## src/sv/pl_pkg.sv

```systemverilog
// ----------------------------------------------------------------------------
// pl_pkg
// Shared types and codes for the positional list engine: request and status
// codes, default sizes and the per-cell write control.
// ----------------------------------------------------------------------------
package pl_pkg;

  // default sizes
  localparam int CAPACITY_DEF  = 64;
  localparam int ITEM_BITS_DEF = 32;

  // leaves per first-level group of the read tree
  localparam int GROUP = 8;

  // request codes
  localparam int REQ_W = 2;
  localparam logic [REQ_W-1:0] REQ_INSERT = 2'd0;
  localparam logic [REQ_W-1:0] REQ_REMOVE = 2'd1;
  localparam logic [REQ_W-1:0] REQ_SWAP   = 2'd2;
  localparam logic [REQ_W-1:0] REQ_GET    = 2'd3;

  // status codes
  localparam int ST_W = 2;
  localparam logic [ST_W-1:0] ST_OK     = 2'd0;
  localparam logic [ST_W-1:0] ST_BADPOS = 2'd1;
  localparam logic [ST_W-1:0] ST_FULL   = 2'd2;

  // write strobes broadcast to every cell
  typedef struct packed {
    logic ins;
    logic rem;
    logic swp;
  } ctrl_t;

endpackage

```

## src/sv/pl_cell.sv

```systemverilog
// ----------------------------------------------------------------------------
// pl_cell
// One list slot. Holds the entry at its position, takes its neighbor's word
// on insert or remove, and offers its word to the read trees when addressed.
// ----------------------------------------------------------------------------
module pl_cell #(
  parameter int IDX       = 0,
  parameter int CMP_W     = 7,
  parameter int ITEM_BITS = 32
) (
  input  logic                 clk,
  input  pl_pkg::ctrl_t        ctrl,
  input  logic [CMP_W-1:0]     pa,
  input  logic [CMP_W-1:0]     pb,
  input  logic [CMP_W-1:0]     cnt,
  input  logic [ITEM_BITS-1:0] item_in,
  input  logic [ITEM_BITS-1:0] lower_d,
  input  logic [ITEM_BITS-1:0] upper_d,
  input  logic [ITEM_BITS-1:0] swap_a,
  input  logic [ITEM_BITS-1:0] swap_b,
  output logic [ITEM_BITS-1:0] d_o,
  output logic [ITEM_BITS-1:0] rd_a_o,
  output logic [ITEM_BITS-1:0] rd_b_o
);
  import pl_pkg::*;

  localparam logic [CMP_W-1:0] POS = CMP_W'(IDX);

  logic [ITEM_BITS-1:0] d_r;
  logic [ITEM_BITS-1:0] d_nxt;

  // next entry for this slot
  always_comb begin
    d_nxt = d_r;
    if (ctrl.ins) begin
      if (POS > pa && POS <= cnt) begin
        d_nxt = lower_d;
      end else if (POS == pa) begin
        d_nxt = item_in;
      end
    end else if (ctrl.rem) begin
      if (POS >= pa && (POS + CMP_W'(1)) < cnt) begin
        d_nxt = upper_d;
      end
    end else if (ctrl.swp) begin
      if (POS == pa) begin
        d_nxt = swap_b;
      end else if (POS == pb) begin
        d_nxt = swap_a;
      end
    end
  end

  always_ff @(posedge clk) begin
    d_r <= d_nxt;
  end

  // masked read taps, only the addressed slot shows its word
  assign d_o    = d_r;
  assign rd_a_o = (POS == pa) ? d_r : '0;
  assign rd_b_o = (POS == pb) ? d_r : '0;

endmodule

```

## config.mk

```make
export PLATFORM = sky130hd
export DESIGN_NAME = pl_cell
export DESIGN_NICKNAME = d
export VERILOG_FILES = /design/src/sv/pl_pkg.sv /design/src/sv/pl_cell.sv
export SDC_FILE = /design/constraint.sdc
export NUM_CORES = 1
export LEC_CHECK = 0
export ABC_AREA = 1
export BUFFER_PORTS_ARGS = -buffer_cell sky130_fd_sc_hd__clkbuf_2
export CORE_AREA = 2 2 109 111
export CTS_BUF_LIST = sky130_fd_sc_hd__clkbuf_16
export CTS_CLUSTER_SIZE = 30
export DETAILED_ROUTE_END_ITERATION = 12
export DIE_AREA = 0 0 111 113
export SYNTH_ARGS = -nofsm -noshare
export SYNTH_HDL_FRONTEND = slang
export SYNTH_SLANG_ARGS = --single-unit
```

## constraint.sdc

```tcl
create_clock -name clk -period 4.15 [get_ports clk]
set_clock_uncertainty 0.1 [all_clocks]
set_input_delay 0.83 -clock clk [delete_from_list [all_inputs] [get_ports clk]]
set_output_delay 0.83 -clock clk [all_outputs]
set_load 0.02 [all_outputs]
```

# Word level (Yosys, flattened, before mapping)
# Index checks and enable logic that the tools add are counted.
[totals]
latchBits = 0
word_cells = 24
input_bits = 185
mem_count = 0
output_inout_bits = 96
regBits = 32
ram_bits = 0
romBits = 0
[classes]
n_eq_ne = 2
bitwise = 0
shift = 0
n_reduce_logical = 7
n_mux = 10
addsub = 0
mul = 0
magnitude_cmp = 4
n_div = 0
[ops]
columns = ["operator", "count"]
rows = [
  ["2-to-1 mux 32 bit", 10],
  ["zero test 7 bit", 2],
  ["greater-or-equal comparator 1 x 7 -> 1 bit (first input constant)", 1],
  ["> comparator 1 x 7 -> 1 bit (first input constant)", 1],
  ["less-or-equal comparator 1 x 7 -> 1 bit (first input constant)", 1],
  ["< comparator 1 x 7 -> 1 bit (first input constant)", 1],
  ["inequality test 3 x 1 -> 1 bit (second input constant)", 2],
  ["AND reduction 4 bit", 1],
  ["nonzero test 4 bit", 1],
  ["nonzero test 3 bit", 1],
  ["logical AND 1 bit", 2],
]

# Longest topological paths before layout
[depth]
ltp_word = 6
ltp_mapped = 7
mapped_depth_nobuf = 6

# Least setup slack after synthesis
# Ideal clock, no wire load.
[synth_path]
path_type = "in2reg"
from = "in ctrl[2] (netlist bit)"
to = "reg d_r[0], in the netlist d_o[0] (enable)"
slack_ps = 762
stages = 6
required_time_ps = 3618
n_path_buf = 2
t_arrival_ps = 2856
setup_ps = 432
path_cell_list = "buf_6 -> nor2_8 -> buf_12 -> nand4_1 -> nand2_1 -> a21oi_1"
[synth_between]
elab_chain_cells = 2
word_cells_on_any_way = 5
cone_classes = "eq/ne (2); reduce/logical (3)"
[synth_lines]
columns = ["item", "line_no", "text"]
rows = [
  ["start: declaration", "pl_cell.sv:12", "input pl_pkg::ctrl_t ctrl,"],
  ["inequality test 3 x 1 -> 1 bit (no line) (tied with other cells)", "n/a", ""],
  ["AND reduction 4 bit (no line) (*)", "n/a", ""],
  ["end signal: assignment", "pl_cell.sv:55", "d_r <= d_nxt;"],
  ["end: declaration", "pl_cell.sv:29", "logic [ITEM_BITS-1:0] d_r;"],
]
# Mark *: on every way between the ends. The rest lies on a longest branch, timed or not.
# A chain may end at the register's enable or synchronous reset.

# Worst setup path after layout
[layout_path]
from = "in pa[3]"
to = "out rd_a_o[7]"
[layout_between]
elab_chain_cells = 2
[layout_lines]
columns = ["item", "line_no", "text"]
rows = [
  ["start: declaration", "pl_cell.sv:13", "input logic [CMP_W-1:0] pa,"],
  ["zero test 7 bit", "pl_cell.sv:60", "assign rd_a_o = (POS == pa) ? d_r : '0;"],
  ["2-to-1 mux 32 bit", "pl_cell.sv:60", ""],
  ["end: declaration", "pl_cell.sv:22", "output logic [ITEM_BITS-1:0] rd_a_o,"],
]
# No other way between the ends.

==> results.json <==
{
  "outcome": "complete, no violations",
  "synth_seq_cells": 32,
  "fin_crit_ns": 3.23,
  "hold_path_depth": 4,
  "routedWlPerCell_um": 13.4,
  "ys_top_cells_by_area": "edfxtp_1 29%, a22o_4 15%, inv_1 11%",
  "ys_async_sr_fraction": 0,
  "synth_ff_type": "edfxtp_1",
  "numClockSinks": 32,
  "combPwrFrac": 0.261,
  "die_h_um": 113,
  "whs_endpoint": "d_o[11]",
  "routabilityCongestion": 0.801,
  "fp.dieArea_um2": 12500,
  "hold_violations": 0,
  "syn_nets": 626,
  "cp_max_fo": 33,
  "path_clk_slew_ns": 0.05,
  "grt_pass1_wl_mm": 17.2,
  "cp-end-kind": "primary output",
  "drt-pass1-iter-count": 4,
  "hold_path.startpoint": "upper_d[11]",
  "switching_share": 0.268,
  "yosysTopAreaCell": "edfxtp_1",
  "synth.most_common_cell": "inv_1",
  "core_um2": 11300,
  "first_global_vias": 3523,
  "pwr-share-clk": 0.360,
  "drt_iter0_drc": 149,
  "maxCapViolations": 0,
  "drive_gt1_frac": 0.543,
  "wirelength_mm": 10.9,
  "grt_overflow": 0,
  "syn_inst": 441,
  "ir_worst_vdd_mv": 0.124,
  "syn_to_final_growth_pct": 40.9,
  "switchingPower_w": 0.000258,
  "synth.top_cell.area_share": 0.289,
  "grt_usage": 0.169,
  "start_kind": "primary input",
  "vias": 3569,
  "synth.cell_area_um2": 3330,
  "seq_area_frac_synth": 0.289,
  "leakagePower_nw": 2.77,
  "fmax_mhz": 309,
  "nets": 858,
  "post_cts_buffers": 0,
  "slew_headroom": 0.246,
  "cts.path.max_buffers": 2,
  "start_util": 0.295,
  "critPathKind": "in2out",
  "synth.distinct_cells": 25,
  "grt_max_degree": 34,
  "setup_viol": 0,
  "antenna_found_initial": 0,
  "synthTopCellsByCount": "100 x inv_1, 65 x nand3_1, 62 x nor2_1, 32 x edfxtp_1",
  "tritoncts": "built",
  "via_per_inst": 4.37,
  "powerDensity_nw_per_um2": 205,
  "ys.warnings.count": 0,
  "rsz0062_at_grt": "no",
  "ios": 281,
  "seq_power_share": 0.378,
  "avgSynthCellArea_um2": 7.55,
  "postRouteAntennaNets": 0,
  "ctsResizeCount": 0,
  "fp.dieW_um": 111,
  "row_count": 39,
  "required_ns": 3.22,
  "num_antenna_cells": 0,
  "htree_levels": 2,
  "hold_ws_ns": 0.823,
  "cts_root_buffer": "clkbuf_16",
  "synth_edf_count": 32,
  "drc": 0,
  "cts_made_buffers": 5,
  "slew_violations": 0,
  "place.port_buffers": 247,
  "hold_buffers": 0,
  "cp.arrival_ns": 2.30,
  "largest_reg_flops": 32,
  "finalCritPeriodShare": 0.779,
  "intPower_w": 0.000705,
  "worst_pin_slew_ns": 1.13,
  "dp_hpwl_mm": 8.52,
  "final.setup.tns_ns": 0,
  "hp-class": "in2reg"
}
-- logic make-up after synthesis --
group	Yosys count	share of synthesized area
flops	32	0.289
simple gates	182	0.276
compound gates	65	0.210
buf+inv	162	0.226
-- routing by layer --
metal  part of all wire  vias to the layer above  GRT usage  routed length, µm
li1                   -                     1827          -                  -
met1               0.42                     1584      0.214               4540
met2               0.51                      150      0.308               5560
met3              0.063                        8     0.0204                686
met4              0.013                        0     0.0433                144
met5                  0                        -          0                  0
-- final cells by class --
class	count	area, µm²
clock buffer	5	125
clock inverter	3	11.3
fill	1187	6580
inverter	134	504
multi-input combinational	247	1630
sequential	32	961
tap	143	179
timing repair buffer	253	1280
-- power groups by stage --
stage	Combinational (W)	Clock, W	Sequential (W)
floorplan	0.000154	0	0.000374
global placement	0.000250	0	0.000371
detailed placement	0.000254	0	0.000371
CTS	0.000255	0.000356	0.000364
global route	0.000280	0.000369	0.000364
finish	0.000252	0.000347	0.000364
-- stage by stage --
stage / util / instance area, µm² / setup slack, ns / power [W] / instances
after floorplan: - / 3330 / 0.762 / 0.000528 / 441
after global placement: 0.404 / 4550 / 0.757 / 0.000621 / 809
after detailed placement: 0.404 / 4550 / 0.720 / 0.000625 / 809
after CTS: 0.416 / 4690 / 0.913 / 0.000975 / 817
after global routing: 0.416 / 4690 / 0.741 / 0.00101 / 817
final: 0.416 / 4690 / 0.917 / 0.000963 / 817
-- critical path, stage by stage --
cell and delay (ns):
clkbuf_2 0.09, nor2_1 0.05, nand2_2 0.06, clkinv_2 0.40
nand2_4 0.60, nor2_1 0.09, clkbuf_2 0.17
-- worst max path at each step --
stage                     slack [ns]    start  cells past startpoint    endpoint
after floorplan                 0.76  ctrl[2]                      6      d_o[0]
after detailed placement        0.72    pa[5]                      6      d_o[1]
after global routing            0.74    pa[5]                      7  rd_a_o[13]
final                           0.92    pa[3]                      7   rd_a_o[7]
after CTS                       0.91    pa[3]                      7  rd_a_o[16]
after global placement          0.76    pa[5]                      6      d_o[2]
-- cells in the final DEF (no fill, tap or decap), drive strengths merged --
| cell type | Yosys | routed |
|---|---|---|
| clkbuf | 0 | 252 |
| nand2 | 39 | 39 |
| clkinv | 3 | 4 |
| o21ai | 32 | 32 |
| a22o | 32 | 32 |
| nand3 | 65 | 65 |
| nor2 | 75 | 75 |
| nor3 | 1 | 1 |
| a21oi | 1 | 1 |
| buf | 28 | 6 |
| and2 | 1 | 1 |
| edfxtp | 32 | 32 |
| inv | 131 | 133 |
| nand4 | 1 | 1 |
(Power assumes the default switching activity.)
